<file path="src/hw/rtl/tbt_pkg.sv">
// shared types and constants of the closest-key trie lookup block
`default_nettype none
package tbt_pkg;

   localparam int NODE_DEPTH_DEF = 4096;
   localparam int KEY_BITS_DEF   = 32;
   localparam int VALUE_BITS_DEF = 32;

   localparam int CNT_W  = 13;
   localparam int HGT_W  = 6;
   localparam int STAT_W = 2;

   localparam logic REQ_INSERT = 1'b0;
   localparam logic REQ_SEARCH = 1'b1;

   typedef enum logic [STAT_W-1:0] {
      STAT_OK    = 2'd0,
      STAT_DUP   = 2'd1,
      STAT_FULL  = 2'd2,
      STAT_EMPTY = 2'd3
   } status_type;

   typedef enum logic [2:0] {
      ST_IDLE,
      ST_ROOT,
      ST_WALK,
      ST_NEAR,
      ST_SCAN,
      ST_SPLIT,
      ST_ATTACH,
      ST_DONE
   } state_type;

endpackage
`default_nettype wire

</file>
<file path="src/hw/rtl/tbt_if.sv">
// request and response channel interfaces of the trie lookup block
`default_nettype none
interface tbt_req_if #(
   parameter int KEY_BITS   = tbt_pkg::KEY_BITS_DEF,
   parameter int VALUE_BITS = tbt_pkg::VALUE_BITS_DEF
);
   logic                  valid;
   logic                  ready;
   logic                  req_type;
   logic [KEY_BITS-1:0]   key;
   logic [VALUE_BITS-1:0] value;

   modport source (output valid, output req_type, output key, output value, input ready);
   modport sink   (input valid, input req_type, input key, input value, output ready);
endinterface

interface tbt_rsp_if #(
   parameter int KEY_BITS   = tbt_pkg::KEY_BITS_DEF,
   parameter int VALUE_BITS = tbt_pkg::VALUE_BITS_DEF
);
   logic                       valid;
   logic                       ready;
   logic [tbt_pkg::STAT_W-1:0] status;
   logic [KEY_BITS-1:0]        found_key;
   logic [VALUE_BITS-1:0]      found_value;
   logic [tbt_pkg::CNT_W-1:0]  entry_count;
   logic [tbt_pkg::CNT_W-1:0]  internal_count;
   logic [tbt_pkg::HGT_W-1:0]  tree_height;

   modport source (output valid, output status, output found_key, output found_value,
                   output entry_count, output internal_count, output tree_height,
                   input ready);
   modport sink   (input valid, input status, input found_key, input found_value,
                   input entry_count, input internal_count, input tree_height,
                   output ready);
endinterface
`default_nettype wire

</file>
<file path="src/hw/rtl/tbt_ctrl.sv">
// trie walk sequencer: descent, nearest-leaf search, split, attach and the response register
`default_nettype none
module tbt_ctrl #(
   parameter int NODE_DEPTH = tbt_pkg::NODE_DEPTH_DEF,
   parameter int KEY_BITS   = tbt_pkg::KEY_BITS_DEF,
   parameter int VALUE_BITS = tbt_pkg::VALUE_BITS_DEF,
   localparam int NW        = $clog2(NODE_DEPTH)
) (
   input  wire logic                  clock,
   input  wire logic                  reset,
   tbt_req_if.sink                    req,
   tbt_rsp_if.source                  rsp,
   output logic                       wr_en,
   output logic                       wr_kv_en,
   output logic      [NW-1:0]         wr_addr,
   output logic      [2*NW-1:0]       wr_link,
   output logic      [KEY_BITS-1:0]   wr_key,
   output logic      [VALUE_BITS-1:0] wr_val,
   output logic      [NW-1:0]         rd_addr,
   input  wire logic [2*NW-1:0]       rd_link,
   input  wire logic [KEY_BITS-1:0]   rd_key,
   input  wire logic [VALUE_BITS-1:0] rd_val
);

   localparam int CW = $clog2(NODE_DEPTH + 1);
   localparam int PW = $clog2(KEY_BITS);
   localparam int DW = $clog2(KEY_BITS + 2);
   localparam int SW = CW + 8;
   localparam int CNT_W = tbt_pkg::CNT_W;
   localparam int HGT_W = tbt_pkg::HGT_W;

   tbt_pkg::state_type  state_ff, state_in;
   tbt_pkg::status_type status_ff, status_in;

   logic                  type_ff, type_in;
   logic [KEY_BITS-1:0]   key_ff, key_in;
   logic [VALUE_BITS-1:0] value_ff, value_in;
   logic [NW-1:0]         cur_ff, cur_in;
   logic [PW-1:0]         pos_ff, pos_in;
   logic [PW-1:0]         p_ff, p_in;
   logic [PW-1:0]         q_ff, q_in;
   logic [DW-1:0]         depth_ff, depth_in;
   logic [DW-1:0]         eq_ff, eq_in;
   logic [DW-1:0]         k_ff, k_in;
   logic                  pref_ff, pref_in;
   logic [2*NW-1:0]       links_ff, links_in;
   logic [KEY_BITS-1:0]   old_key_ff, old_key_in;
   logic [VALUE_BITS-1:0] old_val_ff, old_val_in;
   logic [KEY_BITS-1:0]   fkey_ff, fkey_in;
   logic [VALUE_BITS-1:0] fval_ff, fval_in;
   logic [CW-1:0]         nodes_ff, nodes_in;
   logic [CW-1:0]         keys_ff, keys_in;
   logic [DW-1:0]         height_ff, height_in;
   logic                  root_ff, root_in;

   logic                  rsp_valid_ff, rsp_valid_in;
   logic [tbt_pkg::STAT_W-1:0] rsp_status_ff, rsp_status_in;
   logic [KEY_BITS-1:0]   rsp_key_ff, rsp_key_in;
   logic [VALUE_BITS-1:0] rsp_val_ff, rsp_val_in;
   logic [CNT_W-1:0]      rsp_entry_ff, rsp_entry_in;
   logic [CNT_W-1:0]      rsp_int_ff, rsp_int_in;
   logic [HGT_W-1:0]      rsp_hgt_ff, rsp_hgt_in;

   // decoded view of the node just read
   logic [NW-1:0] lk0, lk1, ch, other, near_pick, near_alt, near_nx;
   logic          leaf, s_bit, key_match, scan_same, full_single, full_split;
   logic          out_free, last_link, split_end;
   logic [SW-1:0] need_sum, used_ext, split_used;
   logic [SW-1:0] addr_sum, tgt_sum;
   logic [NW-1:0] u_idx, a_idx, b_idx, tgt_idx;
   logic [2*NW-1:0] split_links;
   logic [DW-1:0] split_hgt;
   logic [CW+CNT_W-1:0] keys_wide, int_wide;
   logic [DW+HGT_W-1:0] hgt_wide;

   assign lk0       = rd_link[NW-1:0];
   assign lk1       = rd_link[2*NW-1:NW];
   assign leaf      = (rd_link == '0);
   assign s_bit     = key_ff[pos_ff];
   assign ch        = s_bit ? lk1 : lk0;
   assign other     = s_bit ? lk0 : lk1;
   assign near_pick = pref_ff ? lk1 : lk0;
   assign near_alt  = pref_ff ? lk0 : lk1;
   assign near_nx   = (near_pick != '0) ? near_pick : near_alt;
   assign key_match = (rd_key == key_ff);
   assign scan_same = (key_ff[p_ff] == old_key_ff[p_ff]);
   assign out_free  = !rsp_valid_ff || rsp.ready;

   assign used_ext    = SW'(nodes_ff);
   assign need_sum    = used_ext + SW'(eq_ff) + SW'(2);
   assign full_split  = (need_sum > SW'(NODE_DEPTH));
   assign full_single = (nodes_ff >= CW'(NODE_DEPTH));
   assign split_used  = used_ext + SW'(eq_ff) + SW'(2);
   assign u_idx       = used_ext[NW-1:0];
   assign addr_sum    = used_ext + SW'(k_ff) - SW'(1);
   assign tgt_sum     = used_ext + SW'(k_ff);
   assign tgt_idx     = tgt_sum[NW-1:0];
   assign a_idx       = NW'(used_ext + SW'(eq_ff));
   assign b_idx       = NW'(used_ext + SW'(eq_ff) + SW'(1));
   assign split_links = key_ff[p_ff] ? {a_idx, b_idx} : {b_idx, a_idx};
   assign split_hgt   = depth_ff + eq_ff + DW'(1);
   assign last_link   = (k_ff == eq_ff);
   assign split_end   = (k_ff == eq_ff + DW'(2));

   assign keys_wide = {{CNT_W{1'b0}}, keys_ff};
   assign int_wide  = {{CNT_W{1'b0}}, CW'(nodes_ff - keys_ff)};
   assign hgt_wide  = {{HGT_W{1'b0}}, height_ff};

   assign req.ready          = (state_ff == tbt_pkg::ST_IDLE);
   assign rsp.valid          = rsp_valid_ff;
   assign rsp.status         = rsp_status_ff;
   assign rsp.found_key      = rsp_key_ff;
   assign rsp.found_value    = rsp_val_ff;
   assign rsp.entry_count    = rsp_entry_ff;
   assign rsp.internal_count = rsp_int_ff;
   assign rsp.tree_height    = rsp_hgt_ff;

   // next state
   always_comb begin
      state_in = state_ff;
      unique case (state_ff)
         tbt_pkg::ST_IDLE: begin
            if (req.valid) begin
               if (!root_ff) begin
                  state_in = (req.req_type == tbt_pkg::REQ_SEARCH) ?
                             tbt_pkg::ST_DONE : tbt_pkg::ST_ROOT;
               end else begin
                  state_in = tbt_pkg::ST_WALK;
               end
            end
         end
         tbt_pkg::ST_ROOT: state_in = tbt_pkg::ST_DONE;
         tbt_pkg::ST_WALK: begin
            if (type_ff == tbt_pkg::REQ_INSERT) begin
               if (leaf) begin
                  state_in = key_match ? tbt_pkg::ST_DONE : tbt_pkg::ST_SCAN;
               end else if (ch == '0) begin
                  state_in = full_single ? tbt_pkg::ST_DONE : tbt_pkg::ST_ATTACH;
               end
            end else begin
               if (leaf) begin
                  state_in = tbt_pkg::ST_DONE;
               end else if (ch == '0) begin
                  state_in = tbt_pkg::ST_NEAR;
               end
            end
         end
         tbt_pkg::ST_NEAR: begin
            if (leaf) begin
               state_in = tbt_pkg::ST_DONE;
            end
         end
         tbt_pkg::ST_SCAN: begin
            if (!scan_same) begin
               state_in = full_split ? tbt_pkg::ST_DONE : tbt_pkg::ST_SPLIT;
            end
         end
         tbt_pkg::ST_SPLIT: begin
            if (split_end) begin
               state_in = tbt_pkg::ST_DONE;
            end
         end
         tbt_pkg::ST_ATTACH: begin
            if (k_ff != '0) begin
               state_in = tbt_pkg::ST_DONE;
            end
         end
         tbt_pkg::ST_DONE: begin
            if (out_free) begin
               state_in = tbt_pkg::ST_IDLE;
            end
         end
         default: state_in = tbt_pkg::ST_IDLE;
      endcase
   end

   // datapath and memory controls
   always_comb begin
      status_in   = status_ff;
      type_in     = type_ff;
      key_in      = key_ff;
      value_in    = value_ff;
      cur_in      = cur_ff;
      pos_in      = pos_ff;
      p_in        = p_ff;
      q_in        = q_ff;
      depth_in    = depth_ff;
      eq_in       = eq_ff;
      k_in        = k_ff;
      pref_in     = pref_ff;
      links_in    = links_ff;
      old_key_in  = old_key_ff;
      old_val_in  = old_val_ff;
      fkey_in     = fkey_ff;
      fval_in     = fval_ff;
      nodes_in    = nodes_ff;
      keys_in     = keys_ff;
      height_in   = height_ff;
      root_in     = root_ff;
      rsp_valid_in  = rsp_valid_ff && !rsp.ready;
      rsp_status_in = rsp_status_ff;
      rsp_key_in    = rsp_key_ff;
      rsp_val_in    = rsp_val_ff;
      rsp_entry_in  = rsp_entry_ff;
      rsp_int_in    = rsp_int_ff;
      rsp_hgt_in    = rsp_hgt_ff;
      rd_addr  = '0;
      wr_en    = 1'b0;
      wr_kv_en = 1'b0;
      wr_addr  = cur_ff;
      wr_link  = '0;
      wr_key   = '0;
      wr_val   = '0;

      unique case (state_ff)
         tbt_pkg::ST_IDLE: begin
            if (req.valid) begin
               type_in   = req.req_type;
               key_in    = req.key;
               value_in  = req.value;
               cur_in    = '0;
               pos_in    = PW'(KEY_BITS - 1);
               depth_in  = DW'(1);
               fkey_in   = '0;
               fval_in   = '0;
               status_in = tbt_pkg::STAT_EMPTY;
            end
         end
         tbt_pkg::ST_ROOT: begin
            wr_en     = 1'b1;
            wr_kv_en  = 1'b1;
            wr_addr   = '0;
            wr_key    = key_ff;
            wr_val    = value_ff;
            nodes_in  = CW'(1);
            keys_in   = CW'(1);
            height_in = DW'(1);
            root_in   = 1'b1;
            status_in = tbt_pkg::STAT_OK;
         end
         tbt_pkg::ST_WALK: begin
            if (leaf) begin
               if (type_ff == tbt_pkg::REQ_INSERT) begin
                  status_in  = tbt_pkg::STAT_DUP;
                  old_key_in = rd_key;
                  old_val_in = rd_val;
                  p_in       = pos_ff;
                  q_in       = pos_ff;
                  eq_in      = '0;
               end else begin
                  status_in = tbt_pkg::STAT_OK;
                  fkey_in   = rd_key;
                  fval_in   = rd_val;
               end
            end else if (ch == '0) begin
               if (type_ff == tbt_pkg::REQ_INSERT) begin
                  status_in = tbt_pkg::STAT_FULL;
                  depth_in  = depth_ff + DW'(1);
                  links_in  = rd_link;
                  k_in      = '0;
               end else begin
                  rd_addr = other;
                  pref_in = s_bit;
               end
            end else begin
               rd_addr  = ch;
               cur_in   = ch;
               pos_in   = pos_ff - PW'(1);
               depth_in = depth_ff + DW'(1);
            end
         end
         tbt_pkg::ST_NEAR: begin
            rd_addr = near_nx;
            if (leaf) begin
               status_in = tbt_pkg::STAT_OK;
               fkey_in   = rd_key;
               fval_in   = rd_val;
            end
         end
         tbt_pkg::ST_SCAN: begin
            status_in = tbt_pkg::STAT_FULL;
            k_in      = '0;
            if (scan_same) begin
               eq_in = eq_ff + DW'(1);
               p_in  = p_ff - PW'(1);
            end
         end
         tbt_pkg::ST_SPLIT: begin
            wr_en   = 1'b1;
            k_in    = k_ff + DW'(1);
            wr_addr = (k_ff == '0) ? cur_ff : addr_sum[NW-1:0];
            if (k_ff <= eq_ff) begin
               wr_kv_en = (k_ff != '0);
               if (last_link) begin
                  wr_link = split_links;
               end else begin
                  wr_link = key_ff[q_ff] ? {tgt_idx, {NW{1'b0}}} : {{NW{1'b0}}, tgt_idx};
                  q_in    = q_ff - PW'(1);
               end
            end else if (!split_end) begin
               wr_kv_en = 1'b1;
               wr_key   = key_ff;
               wr_val   = value_ff;
            end else begin
               wr_kv_en  = 1'b1;
               wr_key    = old_key_ff;
               wr_val    = old_val_ff;
               nodes_in  = split_used[CW-1:0];
               keys_in   = keys_ff + CW'(1);
               height_in = (split_hgt > height_ff) ? split_hgt : height_ff;
               status_in = tbt_pkg::STAT_OK;
            end
         end
         tbt_pkg::ST_ATTACH: begin
            wr_en = 1'b1;
            k_in  = k_ff + DW'(1);
            if (k_ff == '0) begin
               wr_kv_en = 1'b1;
               wr_addr  = u_idx;
               wr_key   = key_ff;
               wr_val   = value_ff;
            end else begin
               wr_addr   = cur_ff;
               wr_link   = s_bit ? {u_idx, links_ff[NW-1:0]} : {links_ff[2*NW-1:NW], u_idx};
               nodes_in  = nodes_ff + CW'(1);
               keys_in   = keys_ff + CW'(1);
               height_in = (depth_ff > height_ff) ? depth_ff : height_ff;
               status_in = tbt_pkg::STAT_OK;
            end
         end
         tbt_pkg::ST_DONE: begin
            if (out_free) begin
               rsp_valid_in  = 1'b1;
               rsp_status_in = status_ff;
               rsp_key_in    = fkey_ff;
               rsp_val_in    = fval_ff;
               rsp_entry_in  = keys_wide[CNT_W-1:0];
               rsp_int_in    = int_wide[CNT_W-1:0];
               rsp_hgt_in    = hgt_wide[HGT_W-1:0];
            end
         end
         default: begin
         end
      endcase
   end

   always_ff @(posedge clock) begin
      if (reset) begin
         state_ff     <= tbt_pkg::ST_IDLE;
         nodes_ff     <= '0;
         keys_ff      <= '0;
         height_ff    <= '0;
         root_ff      <= 1'b0;
         rsp_valid_ff <= 1'b0;
      end else begin
         state_ff     <= state_in;
         nodes_ff     <= nodes_in;
         keys_ff      <= keys_in;
         height_ff    <= height_in;
         root_ff      <= root_in;
         rsp_valid_ff <= rsp_valid_in;
      end
   end

   always_ff @(posedge clock) begin
      status_ff     <= status_in;
      type_ff       <= type_in;
      key_ff        <= key_in;
      value_ff      <= value_in;
      cur_ff        <= cur_in;
      pos_ff        <= pos_in;
      p_ff          <= p_in;
      q_ff          <= q_in;
      depth_ff      <= depth_in;
      eq_ff         <= eq_in;
      k_ff          <= k_in;
      pref_ff       <= pref_in;
      links_ff      <= links_in;
      old_key_ff    <= old_key_in;
      old_val_ff    <= old_val_in;
      fkey_ff       <= fkey_in;
      fval_ff       <= fval_in;
      rsp_status_ff <= rsp_status_in;
      rsp_key_ff    <= rsp_key_in;
      rsp_val_ff    <= rsp_val_in;
      rsp_entry_ff  <= rsp_entry_in;
      rsp_int_ff    <= rsp_int_in;
      rsp_hgt_ff    <= rsp_hgt_in;
   end

endmodule
`default_nettype wire

</file>
<file path="src/flat_wrapper.sv">
// flat-port wrapper written by rule: the top's interface ports become plain ports
module tbt_ctrl_flat 
#(
   parameter int NODE_DEPTH = tbt_pkg::NODE_DEPTH_DEF,
   parameter int KEY_BITS   = tbt_pkg::KEY_BITS_DEF,
   parameter int VALUE_BITS = tbt_pkg::VALUE_BITS_DEF,
   localparam int NW        = $clog2(NODE_DEPTH)
)
  (clock, reset, wr_en, wr_kv_en, wr_addr, wr_link, wr_key, wr_val, rd_addr, rd_link, rd_key, rd_val, req_valid, req_req_type, req_key, req_value, req_ready, rsp_valid, rsp_status, rsp_found_key, rsp_found_value, rsp_entry_count, rsp_internal_count, rsp_tree_height, rsp_ready);
  tbt_req_if #(.KEY_BITS(KEY_BITS), .VALUE_BITS(VALUE_BITS)) req_i ();
  tbt_rsp_if #(.KEY_BITS(KEY_BITS), .VALUE_BITS(VALUE_BITS)) rsp_i ();
  input  wire logic clock;
  input  wire logic reset;
  output logic wr_en;
  output logic wr_kv_en;
  output logic      [NW-1:0] wr_addr;
  output logic      [2*NW-1:0] wr_link;
  output logic      [KEY_BITS-1:0] wr_key;
  output logic      [VALUE_BITS-1:0] wr_val;
  output logic      [NW-1:0] rd_addr;
  input  wire logic [2*NW-1:0] rd_link;
  input  wire logic [KEY_BITS-1:0] rd_key;
  input  wire logic [VALUE_BITS-1:0] rd_val;
  input wire logic [$bits(req_i.valid)-1:0] req_valid;
  input wire logic [$bits(req_i.req_type)-1:0] req_req_type;
  input wire logic [$bits(req_i.key)-1:0] req_key;
  input wire logic [$bits(req_i.value)-1:0] req_value;
  output wire logic [$bits(req_i.ready)-1:0] req_ready;
  output wire logic [$bits(rsp_i.valid)-1:0] rsp_valid;
  output wire logic [$bits(rsp_i.status)-1:0] rsp_status;
  output wire logic [$bits(rsp_i.found_key)-1:0] rsp_found_key;
  output wire logic [$bits(rsp_i.found_value)-1:0] rsp_found_value;
  output wire logic [$bits(rsp_i.entry_count)-1:0] rsp_entry_count;
  output wire logic [$bits(rsp_i.internal_count)-1:0] rsp_internal_count;
  output wire logic [$bits(rsp_i.tree_height)-1:0] rsp_tree_height;
  input wire logic [$bits(rsp_i.ready)-1:0] rsp_ready;
  assign req_i.valid = req_valid;
  assign req_i.req_type = req_req_type;
  assign req_i.key = req_key;
  assign req_i.value = req_value;
  assign req_ready = req_i.ready;
  assign rsp_valid = rsp_i.valid;
  assign rsp_status = rsp_i.status;
  assign rsp_found_key = rsp_i.found_key;
  assign rsp_found_value = rsp_i.found_value;
  assign rsp_entry_count = rsp_i.entry_count;
  assign rsp_internal_count = rsp_i.internal_count;
  assign rsp_tree_height = rsp_i.tree_height;
  assign rsp_i.ready = rsp_ready;
  tbt_ctrl #(.NODE_DEPTH(NODE_DEPTH), .KEY_BITS(KEY_BITS), .VALUE_BITS(VALUE_BITS)) u_core (.clock(clock), .reset(reset), .req(req_i), .rsp(rsp_i), .wr_en(wr_en), .wr_kv_en(wr_kv_en), .wr_addr(wr_addr), .wr_link(wr_link), .wr_key(wr_key), .wr_val(wr_val), .rd_addr(rd_addr), .rd_link(rd_link), .rd_key(rd_key), .rd_val(rd_val));
endmodule
</file>
<file path="config.mk">
export PLATFORM = sky130hd
export DESIGN_NAME = tbt_ctrl_flat
export DESIGN_NICKNAME = d
export VERILOG_FILES = /design/src/hw/rtl/tbt_pkg.sv /design/src/hw/rtl/tbt_if.sv /design/src/hw/rtl/tbt_ctrl.sv /design/src/flat_wrapper.sv
export SDC_FILE = /design/constraint.sdc
export NUM_CORES = 1
export LEC_CHECK = 0
export ABC_AREA = 1
export ABC_CLOCK_PERIOD_IN_PS = 38300
export BUFFER_PORTS_ARGS = -buffer_cell sky130_fd_sc_hd__buf_2
export CAP_MARGIN = 15
export CORE_UTILIZATION = 45
export DETAILED_ROUTE_END_ITERATION = 7
export PLACE_DENSITY = 0.66
export SLEW_MARGIN = 30
export SYNTH_ARGS = -nofsm -noshare
export SYNTH_HDL_FRONTEND = slang
export SYNTH_SLANG_ARGS = --single-unit
</file>
<file path="constraint.sdc">
create_clock -name clock -period 38.3 [get_ports clock]
set_input_delay 3.83 -clock clock [delete_from_list [all_inputs] [get_ports clock]]
set_output_delay 3.83 -clock clock [all_outputs]
set_load 0.05 [all_outputs]
</file>
==> metrics <==
Core Area=between 40000 and 50000 µm²; final cell utilization of the core=0.543; CTS tree=yes; Post-CTS Resized=0; Final setup viols=0; CTS max path bufs=3; GP Congestion=0.972; die height=roughly 220 µm; Top-Level Pins=roughly 370; first-pass GRT wire length=about 110 mm; Cell Area, Synth=approximately 22000 µm²; Post-synth EDFFs=363; final wirelength=around 70 mm; Num CTS Buffers=42; Synth Area in Adders=0.0390; Die Footprint=~49000 µm²; P per Cell Area=about 75 nW/µm²; IO buf count=370; Hold Violations, Final=0; Synth Area in Simple Gates=0.171; largest family of logic cells by synthesized area=simple AND/OR/NAND/NOR gates; Row Count=79; largest net degree at the start of global routing=65; Synth area leader=edfxtp_1; Synth async-reset ratio=0; DRC viols=0; RSZ-0062 raised after global routing=false; Max VDD drop=around 0.045 mV; Hold/Removal Path Class=register to register; Yosys top cell area share=0.504; top cells by area, synth=edfxtp_1, nand2_1, inv_1; vias per cell=5.65; fraction of synthesized area in multiplexers=0; hold buffers post-CTS=0; Seq/Total Area, Yosys=0.539; initial cell density of the core=0.460; vias in the first global route=17800; initial antenna violation count=4; HPWL Detailed=52.8 mm; Starting DRT DRC Count=1998; status=complete, no violations; H-tree depth=2; Avg Inst Size Synth=around 9.1 µm²; Final Max Slew Viols=0; startpoint types=input port; maxcap violations=0; WL/cell=between 20 and 25 µm; Slew @ Worst Pin=0.962 ns; latest clock arrival within the worst-skew pair=between 0.5 and 0.6 ns; Mapped Cells=approximately 2400; TritonRoute pass-1 iters=6; leakage power=between 10 and 15 nW; setup tns final=0 ns; Clock Skew=~0.029 ns; WS Path Type=input port to output pin; vias=~19000; CTS clk-pin slew, worst paths=~0.060 ns; FILL cells=4309; crit end category=output pin; Worst Path Arrival=6.29 ns; Post-Syn Nets=roughly 2600; Reg-to-Reg Start=u_core.pos_ff[0]$_SDFFCE_PN1P_; Final nets=just under 3000; Post-synth top cells=nand2_1, edfxtp_1, inv_1; Overflow after GRT=0; Layout area overhead=18.0%; Main synth FF type=edfxtp_1; Die W=approximately 220 µm; synth warn=0; Final min period=10.12 ns; Root Buffer=clkbuf_16; CTS Sinks=400; post-route clock period utilization=0.264; most frequent cell after synthesis=nand2_1; post-CTS setup buffer count=0; synthesized flop and latch total=400; CP required=~34 ns; Synth Area in XOR/XNOR=0.0292; layout cell share with drive strength beyond 1=0.183; worst-path fanout max=20; Distinct cells, synth=54; max_slew headroom=0.358; Post-DRT Antenna Nets=0; CP startpoint=rd_link[2]; Compound-Gate Fraction of Synth Area=0.143; min-delay src=u_core.fkey_ff[19]$_SDFFCE_PN0P_; gr usage total=0.287; Max Clock Freq=0.0988 GHz
[layout by cell type (no fill, tap or decap), types with 5 or more instances in the layout]
master,instances
xnor2_1,25
buf_4,20
o211ai_1,46
o221ai_1,10
a22oi_1,8
o22ai_1,26
nor3_1,24
edfxtp_1,363
buf_2,370
nor2_1,187
a31oi_1,16
a211oi_1,8
nor2_2,6
ha_1,61
nor4_1,11
nand3b_1,7
nand4_1,30
dfxtp_1,37
o21ai_1,21
a31o_2,5
nand2_1,383
o21ai_0,231
a221oi_1,9
clkinv_1,7
xor2_1,47
clkbuf_16,44
clkinv_2,8
inv_2,7
clkbuf_1,10
a21oi_1,137
nand3_1,180
inv_1,331
[through the flow]
stage	cells	hold slack (ns)	setup WS (ns)	power (W)	instance area, µm²
after floorplan	2371	0.400	22.79	0.00125	21600
after global placement	3272	0.400	28.17	0.00147	24000
after detailed placement	3272	0.405	28.16	0.00149	24000
after CTS	3350	0.393	28.14	0.00191	25500
after global routing	3355	0.411	27.98	0.00202	25500
final	3355	0.399	28.18	0.00192	25500
[worst paths after layout]
check / end / cells after the start / slack, ns
setup reg to reg: u_core.depth_ff[1]$_SDFFCE_PN0P_ / 15 / 33.60
hold reg to reg: u_core.rsp.found_key[19]$_DFFE_PP_ / 0 / 0.40
hold / removal: u_core.rsp.found_key[19]$_DFFE_PP_ / 0 / 0.40
setup / recovery: rd_addr[3] / 10 / 28.18
[report_power, final]
part,internal (W),switching [W]
Combinational,0.000215,0.000603
Clock,0.000242,0.000179
Sequential,0.000607,0.0000706
[kinds of logic (layout without fill, tap and decap cells)]
logic type | after synthesis | after routing
compound gates | 541 | 541
xor+xnor | 72 | 72
fa+ha+maj | 65 | 65
buf+inv | 440 | 813
flops | 400 | 400
other cells | 0 | 4
simple gates | 853 | 853
[final cells by class]
class                           instances  area [µm²]  share of cell area
Sequential cell                       400       11600               0.457
Multi-Input combinational cell       1531        8320               0.326
Timing Repair Buffer                  391        2030              0.0796
Inverter                              344        1290              0.0507
Clock buffer                           58        1190              0.0468
Tap cell                              607         759              0.0298
Clock inverter                         20         249             0.00977
Antenna cell                            4        10.0            0.000393
[sequential cells by signal (all words and copies together) (netlist names), 32 cells and up]
name                    cells
u_core.value_ff            32
u_core.old_key_ff          32
u_core.rsp.found_value     32
u_core.old_val_ff          32
u_core.fval_ff             32
u_core.fkey_ff             32
u_core.key_ff              32
u_core.rsp.found_key       32
[layer usage]
| metal | share of wire | vias to the layer above | global-route usage |
|---|---|---|---|
| met2 | 0.46 | 851 | 0.458 |
| met4 | 0.035 | 0 | 0.115 |
| met5 | 0 | - | 0 |
| met3 | 0.072 | 131 | 0.0440 |
| li1 | - | 8887 | - |
| met1 | 0.43 | 9080 | 0.392 |
[critical path, cell delays in order]
cell and delay (ns):
buf_2 0.13, inv_1 0.11, o21ai_0 0.11, nor4_1 0.48, nand4_1 0.26, inv_1 0.58
o211ai_1 0.18, o211ai_1 0.13, nand3b_1 0.20, buf_2 0.27
Note: power is estimated with default switching activity, not from simulation.
